$ cat config.mk
export PLATFORM = sky130hd
export DESIGN_NAME = ogi_row_cell
export DESIGN_NICKNAME = d
export VERILOG_FILES = /design/src/sv/ogi_pkg.sv /design/src/sv/ogi_row_cell.sv
export SDC_FILE = /design/constraint.sdc
export NUM_CORES = 2
export LEC_CHECK = 0
export BUFFER_PORTS_ARGS = -buffer_cell sky130_fd_sc_hd__clkbuf_2
export CORE_ASPECT_RATIO = 0.6
export CORE_MARGIN = 3
export CORE_UTILIZATION = 50
export CTS_BUF_LIST = sky130_fd_sc_hd__clkbuf_4
export CTS_CLUSTER_DIAMETER = 30
export DETAILED_ROUTE_END_ITERATION = 8
export PLACE_DENSITY = 0.65
export SETUP_SLACK_MARGIN = 0.4
export SLEW_MARGIN = 20
export SYNTH_ARGS = -nofsm -noshare
export SYNTH_HDL_FRONTEND = slang
export SYNTH_MEMORY_MAX_BITS = 65536
export SYNTH_SLANG_ARGS = --single-unit
$ cat constraint.sdc
create_clock -name clk_i -period 7.9 [get_ports clk_i]
set_input_delay 1.58 -clock clk_i [delete_from_list [all_inputs] [get_ports clk_i]]
set_output_delay 1.58 -clock clk_i [all_outputs]
set_load 0.01 [all_outputs]
$ cat src/sv/ogi_pkg.sv
// Occupancy grid inflation: shared types, register codes and reset values.
// Used by every module of the block; depends on nothing.
package ogi_pkg;

  typedef struct packed {
    logic              func;
    logic signed [7:0] cell_value;
  } in_word_t;

  typedef struct packed {
    logic signed [7:0] out_value;
    logic              frame_last;
  } out_word_t;

  // One grid cell as kept in the line cells: obstacle flag and raw value.
  typedef struct packed {
    logic       occ;
    logic [7:0] value;
  } cell_t;

  localparam int DistW = 4;

  // One window column: nearest obstacle row distance and the center-row value.
  typedef struct packed {
    logic             hit;
    logic [DistW-1:0] row_dist;
    logic [7:0]       value;
  } col_t;

  localparam int CfgIdxW  = 3;
  localparam int CfgDataW = 10;
  localparam int FifoCntW = 3;

  typedef enum logic [CfgIdxW-1:0] {
    REG_RADIUS   = 3'd0,
    REG_WIDTH    = 3'd1,
    REG_HEIGHT   = 3'd2,
    REG_OCCUPIED = 3'd3,
    REG_INFLATED = 3'd4
  } reg_idx_e;

  localparam int                RadiusReset   = 4;
  localparam int                WidthReset    = 340;
  localparam int                HeightReset   = 131;
  localparam logic signed [7:0] OccupiedReset = 8'sd100;
  localparam logic signed [7:0] InflatedReset = 8'sd80;

  function automatic logic [9:0] sq(logic [4:0] a);
    sq = 10'(a) * 10'(a);
  endfunction

  // Column reaches the center when dist^2 + dx^2 < (radius+1)^2.
  function automatic logic reach(col_t c, logic [4:0] dx_abs, logic [4:0] lim_root);
    reach = c.hit && ((sq({1'b0, c.row_dist}) + sq(dx_abs)) < sq(lim_root));
  endfunction

endpackage

$ cat src/sv/ogi_row_cell.sv
// Occupancy grid inflation: one line cell, delays the cell stream by one row.
// Ring memory of frame_width-1 words plus a registered read; uses ogi_pkg.
module ogi_row_cell #(
  parameter int Depth = 511,
  parameter int PtrW  = 9
) (
  input  logic            clk_i,
  input  logic            step_i,
  input  logic            bypass_i,
  input  logic [PtrW-1:0] ptr_i,
  input  ogi_pkg::cell_t  cell_i,
  output ogi_pkg::cell_t  cell_o
);
  import ogi_pkg::*;

  cell_t mem [Depth];
  cell_t rd_q;
  cell_t byp_q;

  // read the old word before it is overwritten
  always_ff @(posedge clk_i) begin
    if (step_i) begin
      rd_q       <= mem[ptr_i];
      mem[ptr_i] <= cell_i;
      byp_q      <= cell_i;
    end
  end

  // a one-column frame has a row delay of a single word
  assign cell_o = bypass_i ? byp_q : rd_q;

endmodule

==> out/metrics.csv <==
stage,metric,value,unit
die,Core Area,355000,um^2
detailed_routing,DRC violation total after the first TritonRoute iteration,13800,
detailed_routing,drt wl/cell,34.2,um
die,die area,365000,um^2
yosys,largest area contributor in the netlist,edfxtp_1,
yosys,syn nets,8425,
detailed_routing,post-route ant nets,0,
power_and_ir_drop,Leak Pwr,62.9,nW
sta,Max Transition Viols Final,0,
detailed_routing,Avg Vias per Cell,6.45,
yosys,register bit count reported by yosys,4617,
power_and_ir_drop,switching portion of total power,22.7,%
sta,worst slew margin relative to its limit,14.6,%
power_and_ir_drop,Clk pwr share,39.1,%
clock_tree,clock sink count,4617,
power_and_ir_drop,Comb pwr share,5.1,%
worst_setup_path,worst r2r src,mem[400][4],
global_route,initial antenna violation count,35,
clock_tree,post_cts resized,0,
clock_tree,hold_buf cts,0,
detailed_routing,routed wire length,501,mm
yosys,top area cells in the synthesized netlist,"edfxtp_1 (78%), mux4_2 (13%), mux2i_1 (2.8%)",
final_layout,area growth from synthesis to layout,10.9,%
yosys,count of different cell masters after synthesis,62,
final_layout,area of the multi-input gates,37900,um^2
yosys,Synth top area share,77.5,%
final_layout,filler cell count,26400,
worst_setup_path,worst-path fanout max,64,
run_status,status,"complete, no violations",
sta,Worst Tran Pin Value,1.28,ns
clock_tree,H-tree depth,7,
min_path,Hold WC Path Type,input port to flop,
worst_setup_path,Arrival @ worst endpoint,6.94,ns
sta,setup violators final,0,
yosys,top_reg_cell synth,edfxtp_1,
clock_tree,clock-pin slew on the worst setup and hold paths,0.07,ns
yosys,Post-synth EDFFs,4617,
power_and_ir_drop,Int Power,37.4,mW
yosys,Gate Count Post-Synth,8404,
min_path,worst hold path startpoint,cell_i[3],
final_layout,Storage cell area,139000,um^2
power_and_ir_drop,sw power,11.0,mW
placement,gpl congestion,0.891,
sta,FMAX,0.175,GHz
sta,RSZ-0062 raised after global routing,false,
die,# IOs,30,
global_route,first-pass GRT wire length,708,mm
power_and_ir_drop,Pwr Total,48.4,mW
placement,HPWL after DPL,306,mm
global_route,total track usage,27.3,%
worst_setup_path,crit path launch,ptr_i[3],
clock_tree,clk buf depth,4,
clock_tree,total CTS buffers,1047,
yosys,sequential cell area fraction in the yosys report,77.5,%
yosys,ys async rst share,0,%
yosys,mean post-synth cell area,21.3,um^2
sta,Final Skew,0.142,ns
yosys,cell area after synthesis,179000,um^2
worst_setup_path,crit end category,flop,
placement,IO buf count,29,
detailed_routing,First-pass DRT Iterations,6,
detailed_routing,post-route DRC violation count,0,
die,Starting Density,50.4,%
die,Die H,469,um
clock_tree,CTS tree,yes,
power_and_ir_drop,Power Dens Cells,244,nW/um^2
placement,placed cell area,185000,um^2
power_and_ir_drop,VDD IR max,177,uV
global_route,grt total ovfl,0,
clock_tree,Worst-Skew Late Latency,1.53,ns
final_layout,layout cells sized above 1,30.6,%
global_route,number of global-route vias before repair,93100,
power_and_ir_drop,Sequential Power Share,55.8,%
worst_setup_path,Crit path required time,9.13,ns
final_layout,cell area after layout,198000,um^2
yosys,Yosys warnings,0,
sta,clock period minus worst slack,5.71,ns
sta,final hold vios,0,
clock_tree,buffer count from post-CTS setup fixing,0,
final_layout,Final Net Count,9239,
die,standard-cell rows,169,
worst_setup_path,crit path kind,input port to flop,
run,max-capacitance violation count,0,
worst_setup_path,crit path launch type,input port,
clock_tree,CTS Root Cell,clkbuf_4,
sta,final cycle utilization of the critical path,72.3,%
detailed_routing,DR vias,94400,
global_route,pin count of the biggest net entering global routing,205,
die,Die X,778,um
-- worst paths after layout --
kind,end,slack [ns],depth (start not counted)
hold reg to reg,rd_q[1],0.97,5
setup / recovery,rd_q[4],2.19,10
hold / removal,mem[167][3],0.49,1
setup reg to reg,rd_q[4],3.42,8
-- logic make-up (layout without fill, tap and decap cells) --
logic type | after synthesis | in the layout | synth area share [%]
other cells | 0 | 20 | 0
simple gates | 1034 | 1034 | 2.50
compound gates | 662 | 662 | 2.50
flops | 4617 | 4617 | 77.5
buf+inv | 520 | 2036 | 1.45
mux | 1571 | 1571 | 16.0
-- synth_stat cells, drive strengths merged, types with 19 or more instances --
master,instances
a21oi,108
a221oi,19
a22o,26
a22oi,171
and3,22
buf,330
clkbuf,185
edfxtp,4617
mux2,53
mux2i,492
mux4,1026
nand2,217
nand3,103
nand4,48
nor2,545
nor3,23
o211ai,24
o21ai,101
o22ai,115
-- flip-flops by register name, indices dropped and copies added, names as in the netlist --
register	cells
byp_q	9
mem	4599
rd_q	9
-- worst max-delay path, cell delays in order --
cell     delay [ns]
buf_8          0.15
inv_8          0.90
buf_4          0.55
mux2i_1        0.87
o22ai_1        0.19
or3_1          0.57
nor4_1         0.84
buf_4          0.23
nand4_1        0.09
or4_1          0.45
-- cell type report --
type,count,area share (%)
clock inverters,224,0.797
clock buffers,1527,5.78
flip-flops and latches,4617,69.9
repair buffers,280,1.40
diodes,20,0.0252
inverters,5,0.0145
well taps,4702,2.97
multi-input cells,3267,19.1
-- per-layer routing --
layer	vias to the layer above	global-route usage, %	share of wire (%)
met1	49500	42.5	41
li1	37400	-	-
met3	839	11.1	16
met4	14	7.77	2.7
met5	-	0	0.018
met2	6629	35.2	41
-- cell usage in the layout (no fill, tap or decap), drive strengths merged, types with 48 or more instances in the layout --
cell,instances
mux2,53
clkbuf,1542
o21ai,101
nor2,545
edfxtp,4617
mux4,1026
a22oi,171
o22ai,115
mux2i,492
a21oi,108
nand4,48
clkinv,146
nand2,217
buf,264
nand3,103
-- stage by stage --
step,hold WS [ns],setup slack (ns),util [%],setup TNS (ns),instances
floorplan,0.780,3.53,-,0,8404
global placement,0.904,-0.100,52.2,-0.100,12900
detailed placement,0.919,0.994,52.2,0,12900
CTS,0.377,2.65,55.9,0,14600
global route,0.414,2.33,55.9,0,14600
finish,0.487,2.19,55.9,0,14600
-- power by group through the flow --
stage	registers, mW	logic (mW)	clock network (mW)
2_1_floorplan	27.5	1.22	0
3_3_place_gp	27.5	2.38	0
3_5_place_dp	27.5	2.43	0
4_1_cts	27.0	2.43	19.2
5_1_grt	27.0	2.56	20.5
6_report	27.0	2.47	18.9
Power figures use the tool's default switching activity.
