<file path="config.mk">
export PLATFORM = sky130hd
export DESIGN_NAME = ogi_col_cell
export DESIGN_NICKNAME = d
export VERILOG_FILES = /design/src/sv/ogi_pkg.sv /design/src/sv/ogi_col_cell.sv
export SDC_FILE = /design/constraint.sdc
export NUM_CORES = 1
export LEC_CHECK = 0
export ABC_AREA = 1
export BUFFER_PORTS_ARGS = -buffer_cell sky130_fd_sc_hd__buf_2
export CORE_ASPECT_RATIO = 0.7
export CORE_MARGIN = 1
export CORE_UTILIZATION = 43
export DETAILED_ROUTE_END_ITERATION = 8
export PLACE_DENSITY_LB_ADDON = 0.1
export SLEW_MARGIN = 40
export SYNTH_ARGS = -nofsm -noshare
export SYNTH_HDL_FRONTEND = slang
export SYNTH_SLANG_ARGS = --single-unit
</file>
<file path="constraint.sdc">
create_clock -name clk_i -period 5.4 [get_ports clk_i]
set_input_delay 0.27 -clock clk_i [delete_from_list [all_inputs] [get_ports clk_i]]
set_output_delay 0.27 -clock clk_i [all_outputs]
set_load 0.02 [all_outputs]
</file>
<file path="src/sv/ogi_pkg.sv">
// Occupancy grid inflation: shared types, register codes and reset values.
// Used by every module of the block; depends on nothing.
package ogi_pkg;

  typedef struct packed {
    logic              func;
    logic signed [7:0] cell_value;
  } in_word_t;

  typedef struct packed {
    logic signed [7:0] out_value;
    logic              frame_last;
  } out_word_t;

  // One grid cell as kept in the line cells: obstacle flag and raw value.
  typedef struct packed {
    logic       occ;
    logic [7:0] value;
  } cell_t;

  localparam int DistW = 4;

  // One window column: nearest obstacle row distance and the center-row value.
  typedef struct packed {
    logic             hit;
    logic [DistW-1:0] row_dist;
    logic [7:0]       value;
  } col_t;

  localparam int CfgIdxW  = 3;
  localparam int CfgDataW = 10;
  localparam int FifoCntW = 3;

  typedef enum logic [CfgIdxW-1:0] {
    REG_RADIUS   = 3'd0,
    REG_WIDTH    = 3'd1,
    REG_HEIGHT   = 3'd2,
    REG_OCCUPIED = 3'd3,
    REG_INFLATED = 3'd4
  } reg_idx_e;

  localparam int                RadiusReset   = 4;
  localparam int                WidthReset    = 340;
  localparam int                HeightReset   = 131;
  localparam logic signed [7:0] OccupiedReset = 8'sd100;
  localparam logic signed [7:0] InflatedReset = 8'sd80;

  function automatic logic [9:0] sq(logic [4:0] a);
    sq = 10'(a) * 10'(a);
  endfunction

  // Column reaches the center when dist^2 + dx^2 < (radius+1)^2.
  function automatic logic reach(col_t c, logic [4:0] dx_abs, logic [4:0] lim_root);
    reach = c.hit && ((sq({1'b0, c.row_dist}) + sq(dx_abs)) < sq(lim_root));
  endfunction

endpackage

</file>
<file path="src/sv/ogi_col_cell.sv">
// Occupancy grid inflation: one window column cell of the horizontal chain.
// Holds a column summary and tests it against the current center; uses ogi_pkg.
module ogi_col_cell #(
  parameter int Idx = 0,
  parameter int XW  = 10
) (
  input  logic          clk_i,
  input  logic          step_i,
  input  logic [2:0]    radius_i,
  input  logic [XW-1:0] width_i,
  input  logic [XW-1:0] pcol_i,
  input  ogi_pkg::col_t col_i,
  output ogi_pkg::col_t col_o,
  output logic          reach_o
);
  import ogi_pkg::*;

  localparam logic [4:0] Pos = 5'(Idx + 1);

  col_t          col_q;
  logic [XW+1:0] base;
  logic [XW+1:0] xpos;
  logic [4:0]    dx_abs;
  logic          in_x;

  always_ff @(posedge clk_i) begin
    if (step_i) begin
      col_q <= col_i;
    end
  end

  always_comb begin
    base   = (XW+2)'(pcol_i) + (XW+2)'(radius_i);
    xpos   = base - (XW+2)'(Pos);
    dx_abs = (5'(radius_i) >= Pos) ? (5'(radius_i) - Pos) : (Pos - 5'(radius_i));
    in_x   = (Pos <= {1'b0, radius_i, 1'b0}) && (base >= (XW+2)'(Pos)) &&
             (xpos < (XW+2)'(width_i));
    reach_o = in_x && reach(col_q, dx_abs, 5'(radius_i) + 5'd1);
  end

  assign col_o = col_q;

endmodule

</file>
==> results of run 1 <==
==> layout make-up <==
cell class	count	area share
tap	72	0.0269
sequential	13	0.117
clock buffer	4	0.0135
inverter	70	0.0808
timing repair buffer	88	0.166
multi-input combinational	245	0.596
==> path summary, 6_finish.rpt <==
check / from / end / slack, ps / cells past startpoint
worst max-delay path: radius_i[0] / reach_o / 150 / 32
worst min-delay path: col_i[7] / col_o[7]$_DFFE_PP_ / 200 / 1
==> power breakdown <==
group	switching [mW]	leakage (nW)	internal (mW)	total (mW)
Sequential	0.00545	0.127	0.120	0.126
Combinational	0.342	1.64	0.297	0.640
Clock	0.0332	0.0228	0.0520	0.0853
==> through the flow <==
stage                     TNS [ps]  total power [mW]
after global placement        -243             0.644
after CTS                        0             0.805
after global routing          -127             0.941
after floorplan                  0             0.496
final                            0             0.851
after detailed placement      -270             0.652
==> layout by cell type, fill, tap and decap left out, types with 2 or more instances in the layout <==
cell	n
nand2_4	2
nor2_2	4
nor2_1	25
ha_1	34
clkbuf_8	3
xor2_1	8
nand2_2	11
a21oi_1	9
inv_2	14
buf_2	48
nand3_2	2
nand2_1	61
fa_2	2
nand3_1	27
o21ai_0	2
fa_1	15
buf_6	2
inv_1	55
nand4_1	4
xnor2_1	6
o21ai_1	2
nor2_4	9
ha_4	6
buf_4	36
edfxtp_1	13
==> kinds of logic after synthesis <==
kind of cell / after synthesis / share of synthesized area
and+or+nand+nor: 151 / 0.291
adders and majority gates: 58 / 0.342
other: 1 / 0.00150
DFF: 13 / 0.157
buffers and inverters: 71 / 0.107
AOI/OAI and AO/OA: 21 / 0.0522
xor gates and xnor gates: 14 / 0.0492
==> routing by layer <==
layer | vias up | track usage
li1 | 1215 | -
met1 | 989 | 0.317
met2 | 52 | 0.305
met3 | 0 | 0.0231
met4 | 0 | 0.0115
met5 | - | 0
==> timing repair <==
action	in CTS	in global routing
gates cloned	0	0
gates resized for setup	27	25
setup endpoints to repair	1	1
buffers inserted	6	5
pin swaps	25	30
==> flow_metrics.env, run 1 <==
export IMPL_cp_required_ps=5130
export IMPL_cp_max_fo=4
export IMPL_cp_common_cell="inv_2"
export IMPL_h_tree_depth=1
export IMPL_drtIter0Drc=139
export IMPL_holdWs_ps=203
export IMPL_cts_tree="done"
export IMPL_place_area_um2=3030
export IMPL_worstSetupPathType="in2out"
export IMPL_ff_latch_area_um2=390
export IMPL_synth_cell_types=31
export IMPL_p_leak_nw=1.79
export IMPL_cts_hold_buf=0
export IMPL_cts_buffers=3
export IMPL_grt_usage=0.202
export IMPL_fill_cells=511
export IMPL_core_area_um2=5400
export IMPL_dr_wl_met3_um=335
export IMPL_drc=0
export IMPL_chipWidth_um=93.0
export IMPL_fmax_ghz=0.191
export IMPL_io_pins=52
export IMPL_ys_flop_type="edfxtp_1"
export IMPL_initial_utilization=0.462
export IMPL_fin_util=0.620
export IMPL_slowest_delay_ps=560
export IMPL_yosys_warnings=0
export IMPL_hold_path_class="in2reg"
export IMPL_max_vdd_ir_drop_uv=201
export IMPL_synth_edff_count=13
export IMPL_critPathTopFamily="adder cells"
export IMPL_highest_layer="met3"
export IMPL_setup_slack_ps=153
export IMPL_grt_pass1_vias=2204
export IMPL_antenna_found_initial=0
export IMPL_gr_total_overflow=0
export IMPL_portBuffers=51
export IMPL_largest_register_ffs=13
export IMPL_drv_cap=0
export IMPL_dp_hpwl_mm=4.68
export IMPL_cp_arrival_ps=4980
export IMPL_die_y_um=65.7
export IMPL_place_gp_congestion=0.831
export IMPL_status="complete, no violations"
export IMPL_start_kind="primary input"
export IMPL_dieArea_um2=6110
export IMPL_drtPass1Iterations=4
export IMPL_drt_wl_total_mm=5.69
export IMPL_powerDensity_nw_per_um2=254
export IMPL_slew_violations=0
export IMPL_wl_met2_mm=2.38
export IMPL_vias=2256
export IMPL_syn_avg_cell_area_um2=7.58
export IMPL_synth_area_leaders="ha_1 21%, edfxtp_1 16%, fa_1 14%"
export IMPL_cpMaxStageDelayCell="fa_1"
export IMPL_final_cells=492
export IMPL_grt_max_degree=14
export IMPL_synth_most_common_cell="inv_1"
export IMPL_multi_input_area_um2=1990
export IMPL_timing_final_crit_share=0.972
export IMPL_nets=517
export IMPL_cts_root_buffer="clkbuf_8"
export IMPL_synth_top_area_cell="ha_1"
export IMPL_cts_path_max_buffers=2
export IMPL_postSynthCellCount=329
export IMPL_place_inst=477
export IMPL_grt_pass1_wl_mm=9.80
export IMPL_clkTransAtPathRegs_ps=50
export IMPL_critical_path_buf_inv_count=7
export IMPL_end_kind="primary output"
export IMPL_async_flop_share=0
export IMPL_fin_crit_ps=5250
export IMPL_seq_area_frac_synth=0.157
export IMPL_drive_gt1_frac=0.362
export IMPL_ys_seq_elements=13
export IMPL_synthTopCellsByCount="66 x inv_1, 64 x nand2_1, 41 x ha_1, 28 x nand3_1, 27 x nor2_1"
export IMPL_wl_per_cell_um=11.6
export IMPL_ant_nets=0
export IMPL_syn_nets=425
export IMPL_synth_top_cell_area_share=0.206
export IMPL_row_count=22
export IMPL_post_drt_via_cell_ratio=4.59
export IMPL_fin_area_um2=3350
export IMPL_syn_area_um2=2490
export IMPL_setup_viol=0
export IMPL_syn_to_final_growth_pct=34.2
export IMPL_hold_viol=0
export IMPL_dp_slack_ps=-270
export IMPL_cts_sinks=13
export IMPL_routedLengthMet1_mm=2.98
export IMPL_antenna_cells=0
export IMPL_rsz0062_at_grt="yes"
(Power assumes the default switching activity.)
==> run 2, diff against run 1 <==
- RECOVER_POWER: unset -> 50
==> flow_metrics.env, run 2 (synthesized netlist as in run 1, its figures left out) <==
export IMPL_cts_root_buffer="clkbuf_8"
export IMPL_grt_usage=0.202
export IMPL_drive_gt1_frac=0.360
export IMPL_antenna_found_initial=0
export IMPL_status="complete, no violations"
export IMPL_chipWidth_um=93.0
export IMPL_total_power_uw=850
export IMPL_wl_met2_mm=2.37
export IMPL_nets=517
export IMPL_syn_to_final_growth_pct=34.2
export IMPL_h_tree_depth=1
export IMPL_dieArea_um2=6110
export IMPL_routedLengthMet1_mm=2.98
export IMPL_cp_common_cell="inv_2"
export IMPL_initial_utilization=0.462
export IMPL_worstSetupPathType="in2out"
export IMPL_portBuffers=51
export IMPL_grt_max_degree=14
export IMPL_critPathLaunch="radius_i[0]"
export IMPL_hold_viol=0
export IMPL_cp_required_ps=5130
export IMPL_highest_layer="met3"
export IMPL_cpMaxStageDelayCell="fa_1"
export IMPL_gr_total_overflow=0
export IMPL_ant_nets=0
export IMPL_setup_slack_ps=153
export IMPL_dp_hpwl_mm=4.68
export IMPL_max_vdd_ir_drop_uv=201
export IMPL_die_y_um=65.7
export IMPL_final_cell_mix="61 x nand2_1, 55 x inv_1, 47 x buf_2"
export IMPL_dr_wl_met3_um=337
export IMPL_drtPass1Iterations=4
export IMPL_fin_crit_ps=5250
export IMPL_grt_pass1_wl_mm=9.80
export IMPL_end_kind="primary output"
export IMPL_fill_cells=512
export IMPL_slowest_delay_ps=560
export IMPL_hold_path_class="in2reg"
export IMPL_io_pins=52
export IMPL_cts_sinks=13
export IMPL_slew_violations=0
export IMPL_antenna_cells=0
export IMPL_fmax_ghz=0.191
export IMPL_min_from="col_i[7]"
export IMPL_cts_buffers=3
export IMPL_slew_headroom=0.546
export IMPL_cp_max_fo=4
export IMPL_drv_cap=0
export IMPL_clkTransAtPathRegs_ps=50
export IMPL_dp_slack_ps=-270
export IMPL_final_common_cell="nand2_1"
export IMPL_post_drt_via_cell_ratio=4.59
export IMPL_start_kind="primary input"
export IMPL_drc=0
export IMPL_largest_register_ffs=13
export IMPL_drt_wl_total_mm=5.69
export IMPL_p_leak_nw=1.78
export IMPL_critical_path_buf_inv_count=7
export IMPL_timing_final_crit_share=0.972
export IMPL_powerDensity_nw_per_um2=254
export IMPL_worst_slew_pin_slew_ps=681
export IMPL_place_gp_congestion=0.831
export IMPL_drtIter0Drc=136
export IMPL_rsz0062_at_grt="yes"
export IMPL_cts_path_max_buffers=2
export IMPL_cts_tree="done"
export IMPL_core_area_um2=5400
export IMPL_grt_pass1_vias=2204
export IMPL_setup_viol=0
export IMPL_row_count=22
export IMPL_wl_per_cell_um=11.6
export IMPL_cts_hold_buf=0
export IMPL_cp_arrival_ps=4980
export IMPL_vias=2256
export IMPL_critPathTopFamily="adder cells"
run 2: changes by cell type in the layout (fill, tap and decap cells not counted), sizes merged:
cell,change
buf,-1
clkbuf,+1
run 2: metrics by stage:
step / cells / hold slack (ps) / setup TNS, ps / util / cell area (um2)
after CTS: 487 / 199 / 0 / 0.598 / 3230
after floorplan: 329 / 369 / 0 / - / 2490
final: 492 / 203 / 0 / 0.620 / 3340
after detailed placement: 477 / 448 / -270 / 0.561 / 3030
after global placement: 477 / 446 / -243 / 0.561 / 3030
after global routing: 492 / 191 / -127 / 0.620 / 3340
run 2: cell type report:
cell class | instances | area, um2 | share of cell area
multi-input cells | 245 | 1990 | 0.596
repair buffers | 88 | 554 | 0.166
flip-flops and latches | 13 | 390 | 0.117
inverters | 70 | 270 | 0.0808
well taps | 72 | 90.1 | 0.0269
clock buffers | 4 | 45.0 | 0.0135
run 2: repair_timing:
item	4_1_cts	5_1_grt
endpoints found under the setup margin	1	1
resized for setup	27	25
pin swaps	25	30
cloned	0	0
buffers inserted	6	5
run 2: layer usage:
metal,up-vias,global-route usage
met2,52,0.305
met5,-,0
met3,0,0.0231
li1,1215,-
met4,0,0.0115
met1,989,0.317
run 2: power by group:
group	switching, mW	internal [mW]	leakage, nW
Clock	0.0332	0.0520	0.0228
Combinational	0.342	0.297	1.63
Sequential	0.00542	0.120	0.127
run 2: path summary, 6_finish.rpt:
kind | to | slack (ps) | cells past startpoint
worst max-delay path | reach_o | 150 | 32
worst min-delay path | col_o[7]$_DFFE_PP_ | 200 | 1
==> run 3, diff against run 2 <==
- CTS_BUF_LIST: unset -> sky130_fd_sc_hd__clkbuf_16
==> flow_metrics.env, run 3 (synthesized netlist as in run 1, its figures left out) <==
export IMPL_initial_utilization=0.462
export IMPL_grt_usage=0.204
export IMPL_die_y_um=65.7
export IMPL_dp_slack_ps=-270
export IMPL_worstSetupPathType="in2out"
export IMPL_cp_arrival_ps=4970
export IMPL_rsz0062_at_grt="yes"
export IMPL_end_kind="primary output"
export IMPL_cp_common_cell="inv_2"
export IMPL_final_common_cell="nand2_1"
export IMPL_critPathLaunch="radius_i[0]"
export IMPL_vias=2262
export IMPL_p_leak_nw=1.80
export IMPL_use_met3=0.0255
export IMPL_drtIter0Drc=181
export IMPL_max_vdd_ir_drop_uv=264
export IMPL_fin_util=0.626
export IMPL_cts_tree="done"
export IMPL_syn_to_final_growth_pct=35.5
export IMPL_fin_crit_ps=5240
export IMPL_start_kind="primary input"
export IMPL_ant_nets=0
export IMPL_cts_root_buffer="clkbuf_16"
export IMPL_post_drt_via_cell_ratio=4.60
export IMPL_grt_use_met2=0.307
export IMPL_portBuffers=51
export IMPL_drt_wl_total_mm=5.72
export IMPL_row_count=22
export IMPL_cts_sinks=13
export IMPL_largest_register_ffs=13
export IMPL_h_tree_depth=1
export IMPL_drtPass1Iterations=4
export IMPL_total_power_uw=900
export IMPL_hold_path_class="in2reg"
export IMPL_final_cell_mix="61 x nand2_1, 56 x inv_1, 47 x buf_2"
export IMPL_drive_gt1_frac=0.360
export IMPL_grt_pass1_wl_mm=9.86
export IMPL_use_met1=0.317
export IMPL_final_cells=492
export IMPL_dieArea_um2=6110
export IMPL_wl_per_cell_um=11.6
export IMPL_grt_max_degree=14
export IMPL_io_pins=52
export IMPL_hold_viol=0
export IMPL_drc=0
export IMPL_core_area_um2=5400
export IMPL_cp_required_ps=5130
export IMPL_clkTransAtPathRegs_ps=40
export IMPL_cpMaxStageDelayCell="fa_1"
export IMPL_powerDensity_nw_per_um2=267
export IMPL_nets=517
export IMPL_status="complete, no violations"
export IMPL_place_inst=477
export IMPL_gr_total_overflow=0
export IMPL_setup_viol=0
export IMPL_worst_slew_pin_slew_ps=695
export IMPL_cts_buffers=3
export IMPL_fmax_ghz=0.191
export IMPL_grt_busiest_layer="met1"
export IMPL_timing_final_crit_share=0.971
export IMPL_grt_pass1_vias=2215
export IMPL_setup_slack_ps=159
export IMPL_slowest_delay_ps=560
export IMPL_drv_cap=0
export IMPL_antenna_found_initial=0
export IMPL_cp_max_fo=4
export IMPL_cts_path_max_buffers=2
export IMPL_antenna_cells=0
export IMPL_place_gp_congestion=0.831
export IMPL_setup_worst_path_end="reach_o"
export IMPL_slew_violations=0
export IMPL_chipWidth_um=93.0
export IMPL_slew_headroom=0.537
export IMPL_dp_hpwl_mm=4.68
==> run 3: cell count changes in the layout (fill, tap and decap cells not counted) <==
cell and delta:
clkbuf_1 -1, clkbuf_16 +3, clkbuf_8 -3, inv_1 +1
==> run 3: repair_timing <==
action | 4_1_cts | 5_1_grt
hold buffers | 0 | 0
pin swaps | 25 | 30
setup endpoints to repair | 1 | 1
buffers inserted | 6 | 5
hold endpoints to repair | 0 | 0
resized for setup | 27 | 25
==> run 3: worst min-delay path by stage <==
stage                               endpoint  slack (ps)  cells after the start      from
after global routing      col_o[4]$_DFFE_PP_         200                      1  col_i[4]
after CTS                 col_o[0]$_DFFE_PP_         200                      1  col_i[0]
after detailed placement  col_o[0]$_DFFE_PP_         450                      1  col_i[0]
after floorplan           col_o[0]$_DFFE_PP_         370                      0  col_i[0]
after global placement    col_o[3]$_DFFE_PP_         450                      1  col_i[3]
final                     col_o[0]$_DFFE_PP_         210                      1  col_i[0]
==> run 3: worst max-delay path, delay by kind of cell <==
family	cells	cell delay, ps
and+or+nand+nor	15	1280
adders and majority gates	7	2450
AOI/OAI and AO/OA	2	210
buffers and inverters	7	630
xor gates and xnor gates	1	140
==> run 3: layout make-up <==
cell class / instances / area, um2
fillers: 512 / 2020
multi-input cells: 245 / 1990
repair buffers: 88 / 554
flip-flops and latches: 13 / 390
inverters: 70 / 270
well taps: 72 / 90.1
clock buffers: 3 / 75.1
clock inverters: 1 / 3.75
==> run 3: power by group <==
part           internal, mW  total, mW  switching, mW  leakage [nW]
Sequential            0.121      0.126        0.00551         0.127
Combinational         0.297      0.639          0.342          1.63
Clock                0.0973      0.135         0.0379        0.0423
Total                 0.515      0.900          0.386          1.80
==> run 3: metal layers <==
metal	wire (um)	vias to the layer above	part of all wire
met5	0	-	0
met4	19	0	0.0033
met3	333	3	0.058
met2	2360	50	0.41
met1	3000	993	0.53
li1	-	1216	-
==> run 3: stage by stage <==
stage	cell area, um2	hold WS [ps]	TNS [ps]
6_report	3380	205	0
5_1_grt	3380	197	-127
4_1_cts	3260	200	0
3_5_place_dp	3030	448	-270
3_3_place_gp	3030	446	-243
2_1_floorplan	2490	369	0
