[src/sv/ogi_pkg.sv]
// Occupancy grid inflation: shared types, register codes and reset values.
// Used by every module of the block; depends on nothing.
package ogi_pkg;

  typedef struct packed {
    logic              func;
    logic signed [7:0] cell_value;
  } in_word_t;

  typedef struct packed {
    logic signed [7:0] out_value;
    logic              frame_last;
  } out_word_t;

  // One grid cell as kept in the line cells: obstacle flag and raw value.
  typedef struct packed {
    logic       occ;
    logic [7:0] value;
  } cell_t;

  localparam int DistW = 4;

  // One window column: nearest obstacle row distance and the center-row value.
  typedef struct packed {
    logic             hit;
    logic [DistW-1:0] row_dist;
    logic [7:0]       value;
  } col_t;

  localparam int CfgIdxW  = 3;
  localparam int CfgDataW = 10;
  localparam int FifoCntW = 3;

  typedef enum logic [CfgIdxW-1:0] {
    REG_RADIUS   = 3'd0,
    REG_WIDTH    = 3'd1,
    REG_HEIGHT   = 3'd2,
    REG_OCCUPIED = 3'd3,
    REG_INFLATED = 3'd4
  } reg_idx_e;

  localparam int                RadiusReset   = 4;
  localparam int                WidthReset    = 340;
  localparam int                HeightReset   = 131;
  localparam logic signed [7:0] OccupiedReset = 8'sd100;
  localparam logic signed [7:0] InflatedReset = 8'sd80;

  function automatic logic [9:0] sq(logic [4:0] a);
    sq = 10'(a) * 10'(a);
  endfunction

  // Column reaches the center when dist^2 + dx^2 < (radius+1)^2.
  function automatic logic reach(col_t c, logic [4:0] dx_abs, logic [4:0] lim_root);
    reach = c.hit && ((sq({1'b0, c.row_dist}) + sq(dx_abs)) < sq(lim_root));
  endfunction

endpackage

[src/sv/ogi_out_fifo.sv]
// Occupancy grid inflation: four-word result queue in front of the output port.
// Decouples the window pipeline from output stall; uses ogi_pkg.
module ogi_out_fifo (
  input  logic                         clk_i,
  input  logic                         rst_ni,
  input  logic                         push_i,
  input  ogi_pkg::out_word_t           word_i,
  input  logic                         stall_i,
  output logic                         valid_o,
  output ogi_pkg::out_word_t           word_o,
  output logic [ogi_pkg::FifoCntW-1:0] count_o
);
  import ogi_pkg::*;

  out_word_t         mem [4];
  logic [1:0]        wp_q, rp_q;
  logic [FifoCntW-1:0] cnt_q;
  logic              pop;

  assign valid_o = (cnt_q != '0);
  assign pop     = valid_o && !stall_i;
  assign word_o  = mem[rp_q];
  assign count_o = cnt_q;

  always_ff @(posedge clk_i) begin
    if (push_i) begin
      mem[wp_q] <= word_i;
    end
  end

  always_ff @(posedge clk_i or negedge rst_ni) begin
    if (!rst_ni) begin
      wp_q  <= '0;
      rp_q  <= '0;
      cnt_q <= '0;
    end else begin
      if (push_i) wp_q <= wp_q + 2'd1;
      if (pop)    rp_q <= rp_q + 2'd1;
      cnt_q <= cnt_q + FifoCntW'(push_i) - FifoCntW'(pop);
    end
  end

endmodule

[config.mk]
export PLATFORM = sky130hd
export DESIGN_NAME = ogi_out_fifo
export DESIGN_NICKNAME = d
export VERILOG_FILES = /design/src/sv/ogi_pkg.sv /design/src/sv/ogi_out_fifo.sv
export SDC_FILE = /design/constraint.sdc
export NUM_CORES = 1
export LEC_CHECK = 0
export BUFFER_PORTS_ARGS = -buffer_cell sky130_fd_sc_hd__buf_2
export CORE_ASPECT_RATIO = 0.75
export CORE_UTILIZATION = 55
export DETAILED_ROUTE_END_ITERATION = 8
export MAX_ROUTING_LAYER = met4
export PLACE_DENSITY = 0.79
export SYNTH_ARGS = -nofsm -noshare
export SYNTH_HDL_FRONTEND = slang
export SYNTH_SLANG_ARGS = --single-unit
[constraint.sdc]
create_clock -name clk_i -period 2.4 [get_ports clk_i]
set_input_delay 0.24 -clock clk_i [delete_from_list [all_inputs] [get_ports clk_i]]
set_output_delay 0.24 -clock clk_i [all_outputs]
set_load 0.01 [all_outputs]
==> implementation parameters, run 1 <==
Parameter                              Value

Die
  Vertical die dimension ... 50.1 µm
  I/O pin total ... 26
  Starting utilization of the core area ... between 50% and 60%
  Floorplan die area ... 3320 µm²
  Placement row count ... 17
  Die W ... between 60 and 70 µm
  Core area ... a little under 3000 µm²

Synth
  Sequential fraction of the synthesis area ... 73.9%
  Number of unique standard cell types used by synthesis ... 17
  Cell area after synthesis ... between 1500 and 2000 µm²
  Count of mapped cells out of synthesis ... 82
  Average footprint of a synthesized cell ... about 21 µm²
  Synthesis warning total ... 0
  Number of synthesized register bits ... 43
  Syn_nets ... around 100

Worst setup path
  Critical setup path kind ... reg2reg
  Slowest cell on the critical path ... dfrtp_1
  Crit path capture type ... flop
  Critical-path maximum fanout ... 3
  Max incr delay on CP ... 400 ps
  Setup crit start kind ... flop
  WP data arrival ... approximately 2300 ps
  Data required time at the worst endpoint ... ~2600 ps
  Critical Path, Cell by Cell ... nor3_1, nor2_1, ha_1, inv_1, ha_1, fa_1, xnor2_1, xnor2_1

Finish
  Diodes inserted ... 0
  Number of nets in the finished design ... around 140
  Share of final-layout standard cells stronger than drive strength 1 ... a little under two fifths
  Area grow syn2layout ... 18.9%

STA
  Final worst-path setup slack ... 266 ps
  Count of pins over their slew limit ... 0
  Final critical path time including I/O delays and setup ... around 2100 ps
  Measured slew at the worst slew-check pin ... slightly below 500 ps
  Max-Slew Margin vs Limit ... just under 70%
  Ratio of final minimum period to clock period ... between 80% and 90%
  Post-route clock skew ... 2.14 ps
  Setup TNS Final ... 0 ps
  Unrepaired setup endpoints after global routing ... false
  Endpoints failing hold ... 0
  Fmax ... 0.469 GHz
  Total of endpoints with negative setup slack in the final report ... 0

Clocking
  Max Root-Sink Buffers ... 2
  H-tree depth ... 2
  Sinks on Clock Net ... between 40 and 50
  Post_cts resized ... 0
  Clock tree from TritonCTS ... done
  TritonCTS Buffers ... 5
  Buffer cell driving the clock tree root ... clkbuf_8
  Worst-Skew Late Latency ... approximately 290 ps
  Reg clk slew, reported paths ... 70 ps

Hold path
  Class of the worst hold path ... in2reg

Routing
  Detailed-route DRC error count ... 0
  Remaining antenna violation count ... 0
  Detailed-router iteration count before antenna repair ... 4
  Initial DRC Count ... 24
  Count of vias placed by the detailed router ... roughly 830
  Via/cell ratio ... between 5 and 6
  DRT Wirelength ... 2690 µm
  Average wire length per cell after detail routing ... ~17 µm

Power and ir drop
  Cell Pwr Density ... 1250 nW/µm²
  Peak supply drop ... 0.000747 V
  Static power due to leakage ... ~0.8 nW

GRT
  Maximum number of pins on one net before global-route repair ... 14
  Number of global-route vias before repair ... ~850
  First-pass GRT wire length ... around 4200 µm
  Overall routing resource usage ... about a fifth
  Antenna violations before repair ... 0
  Congestion Overflow GR ... 0

Run
  Count of max-cap constraint violations ... 0

Placement
  Dpl ws ... between 200 and 300 ps
  Final weighted congestion in routability-driven placement ... 0.633
  HPWL Detailed ... approximately 1900 µm
  I/O Buffers ... 25

Run status
  Status ... finished, final reports clean
## state kept, by name, summed over array words and instances, names as in the netlist
| signal | flops |
|---|---|
| rp_q | 2 |
| wp_q | 2 |
| count_o | 3 |
| mem | 36 |
## worst max-delay path, delay by kind of cell, from the launching register on
family,cells,cell delay [ps]
adder cells (fa/ha/maj),3,860
flip-flops,1,400
buffers and inverters,1,50
XOR/XNOR,2,380
AND/OR/NAND/NOR,2,360
## placed cells by master, fill, tap and decap left out
cell	Yosys	final
fa_1	1	1
clkbuf_8	0	5
o21ai_0	1	1
xor2_1	3	3
dlygate4sd3_1	0	1
mux4_1	1	1
nor3_1	1	1
buf_2	1	25
mux4_2	8	8
and2_1	4	4
bufinv_16	0	2
dfrtp_1	7	7
ha_1	6	6
edfxtp_1	36	36
xnor2_1	2	2
nor2_1	1	1
nor3b_2	1	1
buf_4	0	3
nand2_1	1	1
inv_1	7	7
clkbuf_1	0	1
## routing by layer
layer,track usage (%),part of all wire (%)
met1,22.0,41
met3,5.45,3.8
met2,33.7,52
met4,12.8,2.8
met5,-,0
## final timing paths
kind                            depth (start not counted)          to  slack, ps        from
worst min-delay path                                    1   mem[1][0]        160   word_i[0]
max in group asynchronous                               2  count_o[2]       1940      rst_ni
worst max-delay path                                    8  count_o[2]        270  count_o[1]
worst min register to register                          1     wp_q[0]        540     wp_q[0]
min in group asynchronous                               2  count_o[1]        300      rst_ni
worst max register to register                          8  count_o[2]        270  count_o[1]
## Yosys cell counts
library cell	n	area share [%]
and2_1	4	1.5
buf_2	1	0.29
buf_6	1	0.66
dfrtp_1	7	10
edfxtp_1	36	64
fa_1	1	1.2
ha_1	6	4.4
inv_1	7	1.5
mux4_1	1	1.5
mux4_2	8	11
nand2_1	1	0.22
nor2_1	1	0.22
nor3_1	1	0.29
nor3b_2	1	0.74
o21ai_0	1	0.29
xnor2_1	2	1.0
xor2_1	3	1.5
## cell type report
type                       count  area (µm²)
fill                         180         915
inverter                       7        26.3
clock inverter                 2        60.1
tap                           38        47.5
clock buffer                   6        72.6
multi-input combinational     30         400
timing repair buffer          29         158
sequential                    43        1260
## per-stage QoR
step           area (µm²)  cells  util (%)  hold WS [ps]  power [mW]
2_1_floorplan        1700     82         -         -55.6        1.62
6_report             2020    155      68.8           163        2.52
3_3_place_gp         1880    146      64.0          79.4        1.84
5_1_grt              2020    155      68.8           159        2.66
3_5_place_dp         1880    146      64.0          88.0        1.91
4_1_cts              2020    155      68.8           151        2.55
## where the power goes
| group | switching, mW | internal [mW] |
|---|---|---|
| Clock | 0.229 | 0.415 |
| Sequential | 0.101 | 1.00 |
| Combinational | 0.387 | 0.389 |
| Total | 0.716 | 1.81 |
## cell families (layout without fill, tap and decap cells)
logic type	Yosys count	in the layout	share of synthesized area [%]
compound gates	1	1	0.294
buf+inv	9	44	2.50
mux	9	9	12.2
fa+ha+maj	7	7	5.60
flops	43	43	73.9
xor+xnor	5	5	2.58
simple gates	8	8	2.94
## what timing repair did
action,in CTS,in global routing
buffers inserted,0,0
hold buffers,1,0
hold endpoints to repair,7,0
No activity file was read; power rests on OpenSTA's default activity.
==> inputs of run 2 (changes only) <==
--- a/config.mk
+++ b/config.mk
@@ -11,6 +11,7 @@
 export DETAILED_ROUTE_END_ITERATION = 8
 export MAX_ROUTING_LAYER = met4
 export PLACE_DENSITY = 0.79
+export RECOVER_POWER = 25
 export SYNTH_ARGS = -nofsm -noshare
 export SYNTH_HDL_FRONTEND = slang
 export SYNTH_SLANG_ARGS = --single-unit
==> run 2 against run 1 <==
Net effect: wire length is essentially flat; fmax fell by 0.23%; via count is 0.85% lower; design area decreased by 0.43%; die area unchanged; count of clock-buffer cells in the layout stayed put; utilization shrank 0.30 points; power about the same; register-to-register slack about the same; clock power barely moved; critical endpoint unchanged.
==> implementation parameters, run 2 (synthesis results as in run 1) <==
Parameter                              Value

Run status
  Status ... finished, final reports clean

STA
  Ratio of final minimum period to clock period ... 89.1% (+0.21 points)
  Fmax ... 0.468 GHz (-0.23%)
  Max-Slew Margin vs Limit ... 68.1% (+0.53 points)
  Post-route clock skew ... 2.61 ps (+0.469 ps)
  Measured slew at the worst slew-check pin ... 478 ps (-7.95 ps)
  Setup TNS Final ... 0 ps (unchanged)
  Unrepaired setup endpoints after global routing ... false
  Total of endpoints with negative setup slack in the final report ... 0 (unchanged)
  Final critical path time including I/O delays and setup ... 2140 ps (+5.02 ps)
  Endpoints failing hold ... 0 (unchanged)
  Count of pins over their slew limit ... 0 (unchanged)

Power and ir drop
  Clock power frac ... 25.5% (about the same)
  Fraction of power consumed by combinational cells ... 30.7% (about the same)
  Cell Pwr Density ... 1250 nW/µm² (+0.36%)
  Peak supply drop ... 0.000746 V (-0.12%)
  Net load switching power ... 716 µW (about the same)
  Sequential cell fraction of total power ... 43.8% (about the same)
  Switching Fraction ... 28.4% (about the same)
  Static power due to leakage ... 0.760 nW (-2.5%)
  Cell internal pwr ... 1.81 mW (about the same)

Finish
  Total of fill cells in the finished design ... 183 (+1.7%)
  Share of final-layout standard cells stronger than drive strength 1 ... 31.6% (-6.0 points)
  Commonest non-fill, non-tap cells in the layout ... 36 x edfxtp_1, 18 x buf_2, 8 x mux4_2, 8 x clkbuf_1
  Register with the highest flop count ... mem
  Final non-filler cell area ... 2010 µm² (-0.43%)
  Post-route core utilization ... 68.5% (-0.30 points)
  Most common cell after layout, fill and taps aside ... edfxtp_1
  Flip-flop count of the largest register, all copies and words added ... 36 (unchanged)
  Diodes inserted ... 0 (unchanged)
  Number of nets in the finished design ... 136 (unchanged)
  Area grow syn2layout ... 18.4%

Clocking
  Worst-Skew Late Latency ... 290 ps (about the same)
  Clock tree from TritonCTS ... done
  H-tree depth ... 2 (unchanged)
  TritonCTS Buffers ... 5 (unchanged)
  Reg clk slew, reported paths ... 80 ps (about the same)
  Post-cts hold buffer count ... 1 (unchanged)
  Postcts setup bufs ... 0 (unchanged)
  Buffer cell driving the clock tree root ... clkbuf_8
  Post_cts resized ... 0 (unchanged)
  Sinks on Clock Net ... 43 (unchanged)
  Max Root-Sink Buffers ... 2 (unchanged)

Worst setup path
  Critical setup path kind ... reg2reg
  Count of buffer and inverter cells on the critical path ... 1 (unchanged)
  Beginning of the worst register-to-register path ... count_o[1]
  Slowest cell on the critical path ... dfrtp_1
  Crit path capture type ... flop
  Critical register-to-register path endpoint ... count_o[2]
  End point of the critical path ... count_o[2]
  Data required time at the worst endpoint ... 2600 ps (about the same)
  Critical Path Stages ... 8 (unchanged)
  Top cell family by delay on the critical path ... adder cells
  Reg2Reg Depth ... 8 (unchanged)
  Minimum setup slack among reg-to-reg paths ... 260 ps (about the same)
  Critical-path maximum fanout ... 3 (unchanged)
  Critical Path, Cell by Cell ... nor3_1, nor2_1, ha_1, inv_1, ha_1, fa_1, xnor2_1, xnor2_1
  WP data arrival ... 2340 ps (about the same)
  Setup crit start kind ... flop
  Max incr delay on CP ... 400 ps (about the same)
  Worst Setup SP ... count_o[1]

GRT
  Number of global-route vias before repair ... 853 (unchanged)
  Maximum number of pins on one net before global-route repair ... 14 (unchanged)
  Congestion Overflow GR ... 0 (unchanged)
  Overall routing resource usage ... 20.4% (unchanged)
  Antenna violations before repair ... 0 (unchanged)
  First-pass GRT wire length ... 4210 µm (unchanged)

Routing
  Detailed-router iteration count before antenna repair ... 4 (unchanged)
  Via/cell ratio ... 5.28 (-0.85%)
  Average wire length per cell after detail routing ... 17.4 µm (about the same)
  Top Layer Used ... met4
  Met1 Routed Length ... 1090 µm (-0.82%)
  DRT Wirelength ... 2690 µm (about the same)
  Count of vias placed by the detailed router ... 818 (-0.85%)
  Detailed-route DRC error count ... 0 (unchanged)
  Routed wl met2 ... 1430 µm (+0.99%)
  Remaining antenna violation count ... 0 (unchanged)
  Sum of met3 wire segment lengths after detailed routing ... 99 µm (-3.9%)
  Initial DRC Count ... 29 (+21%)

Die
  Die W ... 66.2 µm (unchanged)
  Core area ... 2940 µm² (unchanged)
  Starting utilization of the core area ... 57.9% (unchanged)
  Floorplan die area ... 3320 µm² (unchanged)
  I/O pin total ... 26 (unchanged)
  Placement row count ... 17 (unchanged)
  Vertical die dimension ... 50.1 µm (unchanged)

Placement
  Final weighted congestion in routability-driven placement ... 0.633 (unchanged)
  HPWL Detailed ... 1940 µm (unchanged)
  I/O Buffers ... 25 (unchanged)
  Cell area after placement ... 1880 µm² (unchanged)

Run
  Count of max-cap constraint violations ... 0 (unchanged)

Hold path
  Class of the worst hold path ... in2reg
## run 2: routing by layer
metal  vias up  track usage [%]
met4         0             12.8
met5         -                -
li1        378                -
met3         7             5.45
met2        17             33.7
met1       416             22.0
## run 2: worst min-delay path by stage
stage / start / to / slack [ps] / cells past startpoint
final: word_i[8] / mem[1][8] / 180 / 1
after global placement: rst_ni / wp_q[0] / 80 / 1
after global routing: word_i[8] / mem[3][8] / 180 / 1
after floorplan: rst_ni / count_o[0] / -60 / 0
after detailed placement: rst_ni / wp_q[0] / 90 / 1
after CTS: word_i[0] / mem[1][0] / 150 / 1
## run 2: power by group through the flow
stage	Combinational, mW	Clock [mW]	Sequential [mW]
3_3_place_gp	0.735	0	1.11
2_1_floorplan	0.538	0	1.08
4_1_cts	0.792	0.656	1.11
6_report	0.774	0.643	1.10
3_5_place_dp	0.787	0	1.12
5_1_grt	0.856	0.677	1.12
## run 2: final cells by class
cell class,count,area [µm²],area share (%)
tap,38,47.5,2.36
timing repair buffer,29,149,7.40
clock buffer,6,72.6,3.61
sequential,43,1260,62.4
clock inverter,2,60.1,2.99
multi-input combinational,30,400,19.9
inverter,7,26.3,1.31
## run 2: stage by stage
step           setup WS [ps]  power [mW]  std cells  hold WS [ps]
2_1_floorplan            325        1.62         82         -55.6
3_3_place_gp             464        1.84        146          79.4
3_5_place_dp             296        1.91        146          88.0
4_1_cts                  244        2.55        155           151
5_1_grt                 76.5        2.66        155           183
6_report                 261        2.52        155           176
==> inputs of run 3 (changes only) <==
--- a/config.mk
+++ b/config.mk
@@ -10,7 +10,7 @@
 export CORE_UTILIZATION = 55
 export DETAILED_ROUTE_END_ITERATION = 8
 export MAX_ROUTING_LAYER = met4
-export PLACE_DENSITY = 0.79
+export PLACE_DENSITY = 0.85
 export RECOVER_POWER = 25
 export SYNTH_ARGS = -nofsm -noshare
 export SYNTH_HDL_FRONTEND = slang
==> run 3 against run 2 <==
Net effect: sequential share of layout area increased by 0.35 points; clock skew hardly changed; via count is 2.3% higher; hold slack worse by 9.4 ps; fmax up 1.1%; non-clock buffer count fell by 2; critical path type unchanged; worst setup slack gained 24 ps; critical path depth did not move; sequential power is 4% higher; clock power about the same; die area unchanged.
==> implementation parameters, run 3 (synthesis results as in run 1) <==
Parameter                              Value

STA
  Fmax ... 0.473 GHz (+1.1%)
  Endpoints failing hold ... 0 (unchanged)
  Final critical path time including I/O delays and setup ... 2110 ps (-23.9 ps)
  Measured slew at the worst slew-check pin ... 476 ps (-2.63 ps)
  Setup TNS Final ... 0 ps (unchanged)
  Post-route clock skew ... 2.61 ps (-0.00186 ps)
  Total of endpoints with negative setup slack in the final report ... 0 (unchanged)
  Ratio of final minimum period to clock period ... 88.1% (-1.0 points)
  Unrepaired setup endpoints after global routing ... false
  Max-Slew Margin vs Limit ... 68.3% (+0.18 points)
  Count of pins over their slew limit ... 0 (unchanged)

Die
  Starting utilization of the core area ... 57.9% (unchanged)
  I/O pin total ... 26 (unchanged)
  Vertical die dimension ... 50.1 µm (unchanged)
  Placement row count ... 17 (unchanged)
  Core area ... 2940 µm² (unchanged)
  Die W ... 66.2 µm (unchanged)
  Floorplan die area ... 3320 µm² (unchanged)

Finish
  Area grow syn2layout ... 17.7%
  Final non-filler cell area ... 2000 µm² (-0.56%)
  Area used by multi-input combinational logic ... 405 µm² (+1.3%)
  Storage element area ... 1260 µm² (unchanged)
  Diodes inserted ... 0 (unchanged)
  Register with the highest flop count ... mem
  Commonest non-fill, non-tap cells in the layout ... 36 x edfxtp_1, 17 x buf_2, 9 x clkbuf_1
  Share of final-layout standard cells stronger than drive strength 1 ... 30.4% (-1.2 points)
  Most common cell after layout, fill and taps aside ... edfxtp_1
  Non-filler instance count after layout ... 153 (-1.3%)
  Flip-flop count of the largest register, all copies and words added ... 36 (unchanged)
  Total of fill cells in the finished design ... 196 (+7.1%)
  Number of nets in the finished design ... 134 (-1.5%)

Routing
  Via/cell ratio ... 5.47 (+3.7%)
  Initial DRC Count ... 32 (+10%)
  Count of vias placed by the detailed router ... 837 (+2.3%)
  DRT Wirelength ... 2550 µm (-5.2%)
  Detailed-router iteration count before antenna repair ... 4 (unchanged)
  Average wire length per cell after detail routing ... 16.7 µm (-4.0%)
  Detailed-route DRC error count ... 0 (unchanged)
  Remaining antenna violation count ... 0 (unchanged)

Placement
  HPWL Detailed ... 1740 µm (-10%)
  Placed cells ... 144 (-1.4%)
  Final weighted congestion in routability-driven placement ... 0.694 (+9.7%)
  Cell area after placement ... 1860 µm² (-0.80%)
  I/O Buffers ... 25 (unchanged)

Power and ir drop
  Static power due to leakage ... 0.748 nW (-1.6%)
  Post-layout power ... 2.49 mW (-1.3%)
  Cell Pwr Density ... 1240 nW/µm² (-0.75%)
  Peak supply drop ... 0.000756 V (+1.4%)

Run
  Count of max-cap constraint violations ... 0 (unchanged)

GRT
  Overall routing resource usage ... 18.0% (-2.4 points)
  Congestion Overflow GR ... 0 (unchanged)
  Number of global-route vias before repair ... 839 (-1.6%)
  Maximum number of pins on one net before global-route repair ... 14 (unchanged)
  Antenna violations before repair ... 0 (unchanged)
  First-pass GRT wire length ... 3850 µm (-8.5%)

Clocking
  TritonCTS Buffers ... 5 (unchanged)
  Clock tree from TritonCTS ... done
  Worst-Skew Late Latency ... 290 ps (about the same)
  H-tree depth ... 2 (unchanged)
  Reg clk slew, reported paths ... 80 ps (about the same)
  Buffer cell driving the clock tree root ... clkbuf_8
  Max Root-Sink Buffers ... 2 (unchanged)
  Sinks on Clock Net ... 43 (unchanged)

Run status
  Status ... finished, final reports clean

Worst setup path
  Critical-path maximum fanout ... 3 (unchanged)
  Setup crit start kind ... flop
  Data required time at the worst endpoint ... 2610 ps (about the same)
  Critical setup path kind ... reg2reg
  Crit path capture type ... flop
  WP data arrival ... 2320 ps (-20 ps)

Hold path
  Class of the worst hold path ... in2reg
run 3: path summary, 6_finish.rpt:
kind	from	to	slack, ps	cells past startpoint
max in group asynchronous	rst_ni	count_o[2]	1940	2
min in group asynchronous	rst_ni	wp_q[1]	310	2
max	count_o[1]	count_o[2]	290	8
min reg2reg	wp_q[0]	wp_q[0]	560	1
min	word_i[7]	mem[2][7]	170	1
max reg2reg	count_o[1]	count_o[2]	290	8
run 3: final cells by class:
class / instances / share of cell area (%)
repair buffers: 27 / 6.63
clock buffers: 6 / 3.63
well taps: 38 / 2.38
multi-input cells: 30 / 20.3
flip-flops and latches: 43 / 62.8
clock inverters: 2 / 3.00
inverters: 7 / 1.31
run 3: timing repair:
action / 4_1_cts / 5_1_grt
gates resized for setup: 0 / 1
endpoints found under the hold margin: 7 / 0
setup buffers: 0 / 0
hold buffers: 1 / 0
setup endpoints to repair: 0 / 1
run 3: metrics by stage:
stage | worst slack, ps | hold slack (ps) | util [%]
CTS | 157 | 155 | 68.3
finish | 285 | 167 | 68.2
global route | 148 | 173 | 68.2
floorplan | 325 | -55.6 | -
global placement | 338 | 74.5 | 63.5
detailed placement | 203 | 81.3 | 63.5
run 3: critical path: stages (launching register included):
cell and delay [ps]:
dfrtp_1 410, nor3_2 280, nor2_1 130, ha_1 300, inv_1 40, ha_1 180, fa_1 370, xnor2_1 180
xnor2_1 140
run 3: routing by layer:
metal / track usage [%] / vias to the layer above / wire length, µm
met5: - / - / 0
met1: 20.4 / 423 / 1050
met3: 6.14 / 2 / 164
li1: - / 376 / -
met2: 27.9 / 36 / 1320
met4: 10.6 / 0 / 11
run 3: where the power goes:
group	leakage, nW	internal (mW)	switching [mW]	total [mW]
Combinational	0.270	0.366	0.342	0.708
Clock	0.0654	0.416	0.225	0.640
Sequential	0.413	1.00	0.138	1.14
Total	0.748	1.78	0.705	2.49
